==> src/design/conductivity_temp_compensation_macros.svh <==
// ---------------------------------------------------------------------------
// Conductivity temperature compensation - assertion macros
// Shared concurrent assertion forms, clocked on clock and idle during reset.
// ---------------------------------------------------------------------------
`ifndef CONDUCTIVITY_TEMP_COMPENSATION_MACROS_SVH
`define CONDUCTIVITY_TEMP_COMPENSATION_MACROS_SVH

// Check a plain property on every clock edge outside reset.
`define CTC_ASSERT(lbl, prop, msg) \
   lbl: assert property (@(posedge clock) disable iff (reset) (prop)) else $error(msg);

// Check that a condition implies a consequence in the same cycle.
`define CTC_ASSERT_IMPL(lbl, ante, cons, msg) \
   lbl: assert property (@(posedge clock) disable iff (reset) (ante) |-> (cons)) \
      else $error(msg);

`endif

==> src/design/ctc_pkg.sv <==
// ---------------------------------------------------------------------------
// Conductivity temperature compensation - package
// Shared types, register codes and fixed-point constants.
// ---------------------------------------------------------------------------
package ctc_pkg;

   localparam int ADC_W   = 10;
   localparam int TEMP_W  = 16;
   localparam int EC_W    = 24;
   localparam int DIVS_W  = 32;   // signed compensation divisor
   localparam int DIV_W   = 31;   // magnitude of a positive divisor
   localparam int NUM_W   = 45;   // ec * COMP_SCALE
   localparam int SCALE_W = 21;
   localparam int Q_DEPTH = 2;

   localparam logic [EC_W-1:0]    EC_MAX     = 24'hFF_FFFF;
   localparam logic [SCALE_W-1:0] COMP_SCALE = 21'd1600000;

   localparam logic [15:0] VPC_RESET  = 16'd320;
   localparam logic [15:0] CELL_RESET = 16'd256;
   localparam logic [13:0] COEF_RESET = 14'd900;
   localparam logic [11:0] TREF_RESET = 12'd400;

   typedef enum logic [1:0] {
      CSR_VOLTS = 2'd0,
      CSR_CELL  = 2'd1,
      CSR_COEF  = 2'd2,
      CSR_TREF  = 2'd3
   } csr_index_type;

   typedef enum logic [1:0] {
      ST_OK       = 2'd0,
      ST_NEG      = 2'd1,
      ST_ZERO_DIV = 2'd2
   } comp_status_type;

   typedef struct packed {
      logic [15:0]        volts_per_count;
      logic [15:0]        cell_constant;
      logic [13:0]        temp_coefficient;
      logic signed [11:0] reference_temp;
   } cfg_type;

   typedef struct packed {
      logic [TEMP_W-1:0]        temp;
      logic [EC_W-1:0]          ec;
      logic signed [DIVS_W-1:0] divisor;
   } item_type;

   typedef enum logic [2:0] {
      F_IDLE,
      F_SUM,
      F_AVG,
      F_GAIN,
      F_CELL,
      F_PUSH
   } front_state_type;

   typedef enum logic [2:0] {
      B_IDLE,
      B_CLASS,
      B_CHECK,
      B_DIV,
      B_OUT
   } back_state_type;

endpackage

==> src/design/ctc_front.sv <==
// ---------------------------------------------------------------------------
// Conductivity temperature compensation - front end
// Sample ring and running sum, boxcar mean, EC scaling and divisor build.
// ---------------------------------------------------------------------------
module ctc_front import ctc_pkg::*; #(
   parameter int WINDOW = 10
) (
   input  logic              clock,
   input  logic              reset,
   input  cfg_type           cfg,
   input  logic              in_valid,
   output logic              in_ready,
   input  logic [ADC_W-1:0]  adc_sample,
   input  logic [TEMP_W-1:0] temp_raw,
   output logic              push,
   output item_type          push_item,
   input  logic              q_full
);

   localparam int POS_W   = (WINDOW > 1) ? $clog2(WINDOW) : 1;
   localparam int SUM_W   = $clog2(WINDOW * 1023 + 1);
   localparam int SHIFT   = $clog2(WINDOW);
   localparam int RECIP_I = ((1 << (SUM_W + SHIFT)) + WINDOW - 1) / WINDOW;
   localparam int RECIP_W = SUM_W + 1;
   localparam int PROD_W  = 2 * SUM_W + 1;
   localparam int AVG_LSB = SUM_W + SHIFT;
   localparam int GAIN_W  = ADC_W + 16;
   localparam int CELL_W  = GAIN_W + 16;
   localparam logic [RECIP_W-1:0] RECIP = RECIP_W'(RECIP_I);
   localparam logic [POS_W-1:0]   LAST  = POS_W'(WINDOW - 1);

   front_state_type          state_ff, state_in;
   logic [POS_W-1:0]         pos_ff, pos_in;
   logic [SUM_W-1:0]         sum_ff, sum_in;
   logic [WINDOW-1:0]        valid_ff, valid_in;

   logic [ADC_W-1:0]         ring [WINDOW];
   logic [ADC_W-1:0]         old_ff;
   logic [ADC_W-1:0]         sample_ff, sample_in;
   logic [TEMP_W-1:0]        temp_ff, temp_in;
   logic [PROD_W-1:0]        recip_ff, recip_in;
   logic [GAIN_W-1:0]        gain_ff, gain_in;
   logic [CELL_W-1:0]        cell_ff, cell_in;
   logic signed [DIVS_W-1:0] tprod_ff, tprod_in;

   logic                     accept;
   logic signed [16:0]       tdiff;
   logic [ADC_W-1:0]         avg;

   assign in_ready = (state_ff == F_IDLE);
   assign accept   = in_valid && in_ready;
   assign tdiff    = $signed({temp_ff[TEMP_W-1], temp_ff})
                   - $signed({{5{cfg.reference_temp[11]}}, cfg.reference_temp});
   assign avg      = recip_ff[AVG_LSB +: ADC_W];

   // Result record toward the queue.
   assign push_item.temp    = temp_ff;
   assign push_item.ec      = (cell_ff[CELL_W-1:EC_W+8] != '0) ? EC_MAX : cell_ff[EC_W+7:8];
   assign push_item.divisor = $signed(DIVS_W'(COMP_SCALE)) + tprod_ff;

   always_comb begin
      state_in  = state_ff;
      pos_in    = pos_ff;
      sum_in    = sum_ff;
      valid_in  = valid_ff;
      sample_in = sample_ff;
      temp_in   = temp_ff;
      recip_in  = recip_ff;
      gain_in   = gain_ff;
      cell_in   = cell_ff;
      tprod_in  = tprod_ff;
      push      = 1'b0;
      unique case (state_ff)
         F_IDLE: begin
            if (accept) begin
               sample_in        = adc_sample;
               temp_in          = {temp_raw[TEMP_W-1:1], 1'b0};
               valid_in[pos_ff] = 1'b1;
               pos_in           = (pos_ff == LAST) ? '0 : pos_ff + 1'b1;
               state_in         = F_SUM;
            end
         end
         F_SUM: begin
            // drop the oldest sample, add the new one
            sum_in   = sum_ff - SUM_W'(old_ff) + SUM_W'(sample_ff);
            tprod_in = DIVS_W'($signed({1'b0, cfg.temp_coefficient}))
                     * DIVS_W'(tdiff);
            state_in = F_AVG;
         end
         F_AVG: begin
            // mean by reciprocal multiply, exact over the whole sum range
            recip_in = PROD_W'(sum_ff) * PROD_W'(RECIP);
            state_in = F_GAIN;
         end
         F_GAIN: begin
            gain_in  = GAIN_W'(avg) * GAIN_W'(cfg.volts_per_count);
            state_in = F_CELL;
         end
         F_CELL: begin
            cell_in  = CELL_W'(gain_ff) * CELL_W'(cfg.cell_constant);
            state_in = F_PUSH;
         end
         F_PUSH: begin
            if (!q_full) begin
               push     = 1'b1;
               state_in = F_IDLE;
            end
         end
         default: state_in = F_IDLE;
      endcase
   end

   always_ff @(posedge clock) begin
      if (reset) begin
         state_ff <= F_IDLE;
         pos_ff   <= '0;
         sum_ff   <= '0;
         valid_ff <= '0;
      end else begin
         state_ff <= state_in;
         pos_ff   <= pos_in;
         sum_ff   <= sum_in;
         valid_ff <= valid_in;
      end
   end

   always_ff @(posedge clock) begin
      sample_ff <= sample_in;
      temp_ff   <= temp_in;
      recip_ff  <= recip_in;
      gain_ff   <= gain_in;
      cell_ff   <= cell_in;
      tprod_ff  <= tprod_in;
   end

   // Ring memory: read the slot being replaced, write the new sample.
   always_ff @(posedge clock) begin
      if (accept) begin
         old_ff       <= valid_ff[pos_ff] ? ring[pos_ff] : '0;
         ring[pos_ff] <= adc_sample;
      end
   end

endmodule

==> src/design/ctc_queue.sv <==
// ---------------------------------------------------------------------------
// Conductivity temperature compensation - item queue
// Two-entry queue between the front end and the divider back end.
// ---------------------------------------------------------------------------
module ctc_queue import ctc_pkg::*; (
   input  logic     clock,
   input  logic     reset,
   input  logic     push,
   input  item_type push_item,
   output logic     full,
   input  logic     pop,
   output item_type pop_item,
   output logic     empty
);

   localparam int PTR_W = $clog2(Q_DEPTH);
   localparam int CNT_W = $clog2(Q_DEPTH + 1);

   item_type          mem [Q_DEPTH];
   logic [PTR_W-1:0]  wr_ff, wr_in;
   logic [PTR_W-1:0]  rd_ff, rd_in;
   logic [CNT_W-1:0]  cnt_ff, cnt_in;
   logic              do_push, do_pop;

   assign full     = (cnt_ff == CNT_W'(Q_DEPTH));
   assign empty    = (cnt_ff == '0);
   assign do_push  = push && !full;
   assign do_pop   = pop && !empty;
   assign pop_item = mem[rd_ff];

   always_comb begin
      wr_in  = do_push ? PTR_W'(wr_ff + 1'b1) : wr_ff;
      rd_in  = do_pop  ? PTR_W'(rd_ff + 1'b1) : rd_ff;
      cnt_in = cnt_ff;
      if (do_push && !do_pop) begin
         cnt_in = cnt_ff + 1'b1;
      end else if (do_pop && !do_push) begin
         cnt_in = cnt_ff - 1'b1;
      end
   end

   always_ff @(posedge clock) begin
      if (reset) begin
         wr_ff  <= '0;
         rd_ff  <= '0;
         cnt_ff <= '0;
      end else begin
         wr_ff  <= wr_in;
         rd_ff  <= rd_in;
         cnt_ff <= cnt_in;
      end
   end

   always_ff @(posedge clock) begin
      if (do_push) begin
         mem[wr_ff] <= push_item;
      end
   end

endmodule

==> src/design/ctc_back.sv <==
// ---------------------------------------------------------------------------
// Conductivity temperature compensation - back end
// Classify the divisor, run the restoring divider, hold the result word.
// ---------------------------------------------------------------------------
module ctc_back import ctc_pkg::*; (
   input  logic                 clock,
   input  logic                 reset,
   input  logic                 q_empty,
   input  item_type             q_item,
   output logic                 pop,
   output logic                 out_valid,
   input  logic                 out_ready,
   output logic [TEMP_W-1:0]    out_temp,
   output logic [EC_W-1:0]      out_ec,
   output logic [EC_W-1:0]      out_comp,
   output comp_status_type      out_status
);

   `include "conductivity_temp_compensation_macros.svh"

   localparam int CNT_W = $clog2(EC_W);
   localparam logic [CNT_W-1:0] CNT_LAST = CNT_W'(EC_W - 1);

   back_state_type    state_ff, state_in;
   item_type          item_ff, item_in;
   logic [NUM_W-1:0]  num_ff, num_in;
   logic [DIV_W-1:0]  rem_ff, rem_in;
   logic [EC_W-1:0]   quo_ff, quo_in;
   logic [CNT_W-1:0]  cnt_ff, cnt_in;
   logic [EC_W-1:0]   comp_ff, comp_in;
   comp_status_type   status_ff, status_in;

   logic              rsp_valid_ff, rsp_valid_in;
   logic [TEMP_W-1:0] rsp_temp_ff, rsp_temp_in;
   logic [EC_W-1:0]   rsp_ec_ff, rsp_ec_in;
   logic [EC_W-1:0]   rsp_comp_ff, rsp_comp_in;
   comp_status_type   rsp_status_ff, rsp_status_in;

   logic [DIV_W-1:0]  div_mag;
   logic [DIV_W:0]    trial;
   logic              fits;
   logic              out_free;

   assign div_mag  = item_ff.divisor[DIV_W-1:0];
   assign trial    = {rem_ff, quo_ff[EC_W-1]};
   assign fits     = (trial >= {1'b0, div_mag});
   assign out_free = !rsp_valid_ff || out_ready;

   assign out_valid  = rsp_valid_ff;
   assign out_temp   = rsp_temp_ff;
   assign out_ec     = rsp_ec_ff;
   assign out_comp   = rsp_comp_ff;
   assign out_status = rsp_status_ff;

   always_comb begin
      state_in      = state_ff;
      item_in       = item_ff;
      num_in        = num_ff;
      rem_in        = rem_ff;
      quo_in        = quo_ff;
      cnt_in        = cnt_ff;
      comp_in       = comp_ff;
      status_in     = status_ff;
      rsp_valid_in  = rsp_valid_ff && !out_ready;
      rsp_temp_in   = rsp_temp_ff;
      rsp_ec_in     = rsp_ec_ff;
      rsp_comp_in   = rsp_comp_ff;
      rsp_status_in = rsp_status_ff;
      pop           = 1'b0;
      unique case (state_ff)
         B_IDLE: begin
            if (!q_empty) begin
               pop      = 1'b1;
               item_in  = q_item;
               state_in = B_CLASS;
            end
         end
         B_CLASS: begin
            num_in = NUM_W'(item_ff.ec) * NUM_W'(COMP_SCALE);
            if (item_ff.divisor == '0) begin
               comp_in   = EC_MAX;
               status_in = ST_ZERO_DIV;
               state_in  = B_OUT;
            end else if (item_ff.divisor < 0) begin
               comp_in   = '0;
               status_in = (item_ff.ec != '0) ? ST_NEG : ST_OK;
               state_in  = B_OUT;
            end else begin
               status_in = ST_OK;
               state_in  = B_CHECK;
            end
         end
         B_CHECK: begin
            // quotient overflows 24 bits when num >= divisor * 2^24
            if (DIV_W'(num_ff[NUM_W-1:EC_W]) >= div_mag) begin
               comp_in  = EC_MAX;
               state_in = B_OUT;
            end else begin
               rem_in   = DIV_W'(num_ff[NUM_W-1:EC_W]);
               quo_in   = num_ff[EC_W-1:0];
               cnt_in   = '0;
               state_in = B_DIV;
            end
         end
         B_DIV: begin
            // one quotient bit per cycle, dividend bits shift out of quo
            rem_in = fits ? DIV_W'(trial - {1'b0, div_mag}) : trial[DIV_W-1:0];
            quo_in = {quo_ff[EC_W-2:0], fits};
            cnt_in = cnt_ff + 1'b1;
            if (cnt_ff == CNT_LAST) begin
               comp_in  = {quo_ff[EC_W-2:0], fits};
               state_in = B_OUT;
            end
         end
         B_OUT: begin
            if (out_free) begin
               rsp_valid_in  = 1'b1;
               rsp_temp_in   = item_ff.temp;
               rsp_ec_in     = item_ff.ec;
               rsp_comp_in   = comp_ff;
               rsp_status_in = status_ff;
               state_in      = B_IDLE;
            end
         end
         default: state_in = B_IDLE;
      endcase
   end

   always_ff @(posedge clock) begin
      if (reset) begin
         state_ff     <= B_IDLE;
         rsp_valid_ff <= 1'b0;
      end else begin
         state_ff     <= state_in;
         rsp_valid_ff <= rsp_valid_in;
      end
   end

   always_ff @(posedge clock) begin
      item_ff       <= item_in;
      num_ff        <= num_in;
      rem_ff        <= rem_in;
      quo_ff        <= quo_in;
      cnt_ff        <= cnt_in;
      comp_ff       <= comp_in;
      status_ff     <= status_in;
      rsp_temp_ff   <= rsp_temp_in;
      rsp_ec_ff     <= rsp_ec_in;
      rsp_comp_ff   <= rsp_comp_in;
      rsp_status_ff <= rsp_status_in;
   end

   `CTC_ASSERT(a_zero_div_saturates, !(rsp_valid_ff && rsp_status_ff == ST_ZERO_DIV) || rsp_comp_ff == EC_MAX, "zero divisor result not saturated")
   `CTC_ASSERT_IMPL(a_negative_is_zero, rsp_valid_ff && rsp_status_ff == ST_NEG, rsp_comp_ff == '0, "negative result not forced to zero")
   `CTC_ASSERT_IMPL(a_rem_below_divisor, state_ff == B_DIV, rem_ff < div_mag, "divider remainder reached divisor")

endmodule

==> src/design/conductivity_temp_compensation.sv <==
// ---------------------------------------------------------------------------
// Conductivity temperature compensation - top level
// Boxcar-averaged conductivity with linear temperature compensation.
// ---------------------------------------------------------------------------
// Usage:
//   req channel: one word per sensor reading (conductance ADC sample and raw
//   thermometer value). rsp channel: one word per reading with temperature,
//   measured EC, compensated EC and a status code. csr port: plain writes of
//   the four calibration registers, to be done by the user only while the
//   block is idle; the block itself does not enforce it. The front end takes
//   a new reading only after it has pushed the last one; the back end takes
//   an item only when idle and runs a 24-step restoring divider, which zero
//   or negative divisors and saturating quotients skip.
//   The two-entry queue lets the front end run ahead of the divider.
//   Reset: clears the sample ring (by valid bits), running sum, position,
//   the queue and the result register, and reloads the register defaults.
//   Receiver stall: the result word holds in the output register, the
//   divider waits, the queue fills, and req_tready stays low while the
//   front end has a finished word it cannot push.
// ---------------------------------------------------------------------------
module conductivity_temp_compensation import ctc_pkg::*; #(
   parameter int WINDOW = 10
) (
   input  logic        clock,
   input  logic        reset,
   input  logic        req_tvalid,
   output logic        req_tready,
   input  logic [31:0] req_tdata,    // [9:0] adc_sample, [25:10] temp_raw
   output logic        rsp_tvalid,
   input  logic        rsp_tready,
   output logic [71:0] rsp_tdata,    // [15:0] temp_sixteenths, [39:16] ec_value,
                                     // [63:40] ec_compensated, [65:64] comp_status
   input  logic        csr_we,
   input  logic [1:0]  csr_addr,
   input  logic [15:0] csr_wdata
);

   cfg_type           cfg_ff, cfg_in;
   logic              push, q_full, q_empty, pop;
   item_type          push_item, q_item;
   logic [TEMP_W-1:0] out_temp;
   logic [EC_W-1:0]   out_ec, out_comp;
   comp_status_type   out_status;

   // Register writes, decoded by index.
   always_comb begin
      cfg_in = cfg_ff;
      if (csr_we) begin
         unique case (csr_index_type'(csr_addr))
            CSR_VOLTS: cfg_in.volts_per_count  = csr_wdata;
            CSR_CELL:  cfg_in.cell_constant    = csr_wdata;
            CSR_COEF:  cfg_in.temp_coefficient = csr_wdata[13:0];
            CSR_TREF:  cfg_in.reference_temp   = $signed(csr_wdata[11:0]);
            default:   cfg_in = cfg_ff;
         endcase
      end
   end

   always_ff @(posedge clock) begin
      if (reset) begin
         cfg_ff.volts_per_count  <= VPC_RESET;
         cfg_ff.cell_constant    <= CELL_RESET;
         cfg_ff.temp_coefficient <= COEF_RESET;
         cfg_ff.reference_temp   <= $signed(TREF_RESET);
      end else begin
         cfg_ff <= cfg_in;
      end
   end

   // Front end: ring, mean, EC and divisor.
   ctc_front #(
      .WINDOW(WINDOW)
   ) u_front (
      .clock      (clock),
      .reset      (reset),
      .cfg        (cfg_ff),
      .in_valid   (req_tvalid),
      .in_ready   (req_tready),
      .adc_sample (req_tdata[9:0]),
      .temp_raw   (req_tdata[25:10]),
      .push       (push),
      .push_item  (push_item),
      .q_full     (q_full)
   );

   // Decouple the front end from the divider.
   ctc_queue u_queue (
      .clock     (clock),
      .reset     (reset),
      .push      (push),
      .push_item (push_item),
      .full      (q_full),
      .pop       (pop),
      .pop_item  (q_item),
      .empty     (q_empty)
   );

   // Back end: classify, divide, hold the result word.
   ctc_back u_back (
      .clock      (clock),
      .reset      (reset),
      .q_empty    (q_empty),
      .q_item     (q_item),
      .pop        (pop),
      .out_valid  (rsp_tvalid),
      .out_ready  (rsp_tready),
      .out_temp   (out_temp),
      .out_ec     (out_ec),
      .out_comp   (out_comp),
      .out_status (out_status)
   );

   // Pack the result word, zero fill to whole bytes.
   assign rsp_tdata = {6'b0, out_status, out_comp, out_ec, out_temp};

endmodule

==> config.mk <==
export PLATFORM = sky130hd
export DESIGN_NAME = conductivity_temp_compensation
export DESIGN_NICKNAME = d
export VERILOG_FILES = /design/src/design/ctc_pkg.sv /design/src/design/ctc_front.sv /design/src/design/ctc_queue.sv /design/src/design/ctc_back.sv /design/src/design/conductivity_temp_compensation.sv
export VERILOG_INCLUDE_DIRS = /design/src /design/src/design
export SDC_FILE = /design/constraint.sdc
export NUM_CORES = 2
export LEC_CHECK = 0
export ABC_AREA = 1
export BUFFER_PORTS_ARGS = -buffer_cell sky130_fd_sc_hd__buf_2
export CAP_MARGIN = 20
export CORE_AREA = 2 2 394 279
export CTS_BUF_LIST = sky130_fd_sc_hd__clkbuf_8
export DETAILED_ROUTE_END_ITERATION = 10
export DIE_AREA = 0 0 396 281
export PLACE_DENSITY = 0.82
export SYNTH_ARGS = -nofsm -noshare
export SYNTH_HDL_FRONTEND = slang
export SYNTH_HIERARCHICAL = 1
export SYNTH_SLANG_ARGS = --single-unit
==> constraint.sdc <==
create_clock -name clock -period 8.15 [get_ports clock]
set_input_delay 1.2225 -clock clock [delete_from_list [all_inputs] [get_ports clock]]
set_output_delay 1.2225 -clock clock [all_outputs]
set_load 0.1 [all_outputs]
==> impl_summary.md <==
Outcome
The flow ran to the end, and the final reports show no timing, DRC or antenna violations.

Clocking
The total number of H-tree levels is 3. The clock root buffer is sky130_fd_sc_hd__clkbuf_8. TritonCTS built the clock tree. The count of clock tree sinks is 739.

The clock edge transition at the registers on the reported setup and hold paths is 0.06 ns. Gates resized during post-CTS repair numbered 0. The number of buffers between clock root and the deepest sink is 3. The number of CTS-inserted buffers is 109. Buffers inserted to repair hold after CTS numbered 0.

The latest clock arrival within the worst-skew pair is 0.84 ns. Post-CTS timing repair inserted 0 buffers for setup.

Routing
After the first detailed-routing iteration, the DRC count stood at 4762. The post-detailed-route DRC marker count is 0. The detail-routed via count per cell is 5.57. The final route contains 50787 vias. The first TritonRoute pass finished after 5 iterations.

Dividing the detail-routed wire length by the instance count gives 18.5 um. The routed design has 169000 um of wire. The number of nets with antenna violations after detailed routing is 0.

Synth
The synthesized area is 69300 um2. The count of flip-flops with a built-in enable after synthesis is 641. The synthesized netlist contains 65 unique library cells. During synthesis, Yosys emitted a total of 6 warnings. The commonest register cell after synthesis is sky130_fd_sc_hd__edfxtp_1.

The complex-gate fraction of the synthesized area is 5.39%. The largest family of logic cells by synthesized area is adder cells. After synthesis, the cell types taking the most area are sky130_fd_sc_hd__edfxtp_1 28%, sky130_fd_sc_hd__fa_1 23%, sky130_fd_sc_hd__ha_1 11%. The number of register bits inferred by synthesis is 739. The proportion of synthesized flip-flops having asynchronous set or reset is 0%.

The sequential fraction of the synthesis area is 30.6%. The adder and majority cell fraction of the synthesized area is 34.0%. Summing the areas of all xor and xnor instances in the mapped netlist gives 2.25% of the synthesized area. The cell count after synthesis is 7556. Of the post-synthesis cell area, the part taken by muxes is 1.55%. The cell taking the most area after synthesis is sky130_fd_sc_hd__edfxtp_1. The simple-gate portion of the synthesized area is 15.3%.

The top cell type by area accounts for 27.8% of the synthesized area. Averaged over all synthesized cells, the footprint is 9.17 um2.

Worst setup path
The critical path required time is 8.72 ns. Counting stages on the worst path, the most repeated cell is sky130_fd_sc_hd__fa_1. In this design, the stage delay of the slowest critical-path cell is 0.87 ns. In this run the worst path has a maximum fanout of 8. The data arrival time of the critical path is 8.15 ns. The worst setup path is captured at a flip-flop.

The critical path in this run is classified as reg -> reg. The kind of start point of the critical path is a flip-flop. The critical-path cell with the highest stage delay is sky130_fd_sc_hd__fa_1.

Place
Summed over all nets, the half-perimeter wirelength after detailed placement is 135000 um. The number of cells after detailed placement is 8917. The final RePlAce weighted congestion is 0.977. The count of buffers inserted at the top-level ports is 115. Timing analysis after detailed placement gives a worst setup slack of 0.617 ns.

Timing
For the pin with the worst max-slew slack, the measured transition is 1.12 ns. The final hold violation count is 0. The max-slew violation total from the final report was 0.

The worst hold slack after final layout is 0.416 ns. The worst path needs 7.58 ns of the cycle, external delays included. Based on the critical path, the design can be clocked at up to 132 MHz. Setup violations remaining at the end of the flow were counted as 0. Setup repair after global routing left no endpoint under its margin. Of the available clock period, the critical path in the final layout requires 93.0%.

Headroom to the max-slew limit came out at 25.3%. The total negative slack is 0 ns. The final setup slack of the worst path is 0.571 ns. The final worst clock skew is 0.0594 ns.

GRT
The initial antenna violation count is 1. The global-route congestion overflow total is 0. The first global-routing pass estimated 273000 um of wire. The pin count of the biggest net entering global routing is 62.

The via count of the first global-routing pass is 51459. The global routing usage summed across all routing layers is 31.2%.

Final layout
The top cell types in the final layout, fill and taps aside, are 1709 x sky130_fd_sc_hd__inv_1, 1568 x sky130_fd_sc_hd__nand2_1, 811 x sky130_fd_sc_hd__fa_1. The final layout contains 9049 nets. The area used by sequential logic in the layout is 21200 um2. The multi-input gate area in the final layout is 40600 um2. The filler cells instantiated in the layout total 8313. In the final layout, the share of cells above drive strength 1 is 6.11%.

Leaving out filler cells and counting taps, the final layout contains 9125. Compared with the post-synthesis result, the final layout area differs by 5.77%. Leaving out fill and tap cells, the most frequent cell in the layout is sky130_fd_sc_hd__inv_1.

Floorplanning
The area of the core region is 108000 um2. Once the floorplan was initialized, standard cells occupied 64.4% of the core. The die boundary height is 281 um. For this design the top-level I/O count stands at 129. The floorplan step defined a die boundary enclosing 111000 um2.

The number of placement rows is 101. The die is 396 um wide.

Worst hold path
In this run the worst hold path is classified as reg -> reg.

Flow run
Max-cap violations in this run came to 0.
flip-flops by register name, summed over array words and instances, names as in the netlist, 26 cells and up, named ones only:
register / cells
u_queue/mem: 144
u_front/ring: 100
cfg_ff: 58
u_back/item_ff: 41
u_back/num_ff: 36
u_front/cell_ff: 34
u_front/tprod_ff: 32
u_back/div_mag: 31
u_back/rem_ff: 31
u_front/gain_ff: 26
per-stage QoR:
stage / utilization (%) / instance area [um2]
2_1_floorplan: - / 69300
3_3_place_gp: 65.9 / 70900
3_5_place_dp: 65.9 / 70900
4_1_cts: 67.9 / 73100
5_1_grt: 68.1 / 73300
6_report: 68.1 / 73300
worst max-delay path: cells and delay by family, from the launching register on:
family	cells	cell delay (ns)
adder cells (fa/ha/maj)	8	4.35
AND/OR/NAND/NOR	11	1.30
AO/OA/AOI/OAI	3	0.76
buffers and inverters	4	0.47
flip-flops	1	0.44
path summary, 6_finish.rpt:
check	depth (start not counted)	start	slack [ns]	endpoint
max	26	u_front/temp_ff[1]	0.57	u_front/tprod_ff[28]
max reg2reg	26	u_front/temp_ff[1]	0.57	u_front/tprod_ff[28]
min	0	u_back/comp_ff[11]	0.42	u_back/out_comp[11]
min reg2reg	0	u_back/comp_ff[11]	0.42	u_back/out_comp[11]
cell usage after synthesis (all sizes together), types with 14 or more instances:
library cell  instances
a31oi                17
o21bai               22
a21o                 42
nand4                57
inv                1688
nand3               258
edfxtp              641
a21oi               288
nor4                 15
dfxtp                98
mux2                 72
buf                  69
fa                  811
nand3b               20
a22oi                45
nand2              1589
nor2                568
o21ai               186
o31ai                14
clkbuf              170
xor2                109
nor3                 61
ha                  587
xnor2                67
kinds of logic (layout without fill, tap and decap cells):
| family | count (synthesis) | count (layout) |
|---|---|---|
| and+or+nand+nor | 2591 | 2591 |
| DFF | 739 | 739 |
| xor gates and xnor gates | 176 | 176 |
| muxes | 72 | 72 |
| buffers and inverters | 1928 | 2048 |
| other | 2 | 9 |
| adders and majority gates | 1398 | 1398 |
| AOI/OAI and AO/OA | 650 | 650 |
final cells by class:
class,instances,share of cell area (%)
Inverter,1689,8.66
Sequential cell,739,29.0
Clock buffer,116,2.18
Multi-Input combinational cell,4894,55.5
Clock inverter,80,0.825
Timing Repair Buffer,163,1.45
Tap cell,1442,2.46
Antenna cell,2,0.00683
layer usage:
layer | global-route usage [%] | share of wire [%] | vias to the layer above
met2 | 46.3 | 43 | 2310
li1 | - | - | 23549
met5 | 0 | 0 | -
met4 | 6.16 | 1.7 | 0
met3 | 6.46 | 11 | 242
met1 | 47.6 | 45 | 24686
Power is not shown: default switching activity piles up to over one toggle a cycle in this logic, so the estimate is an artifact.
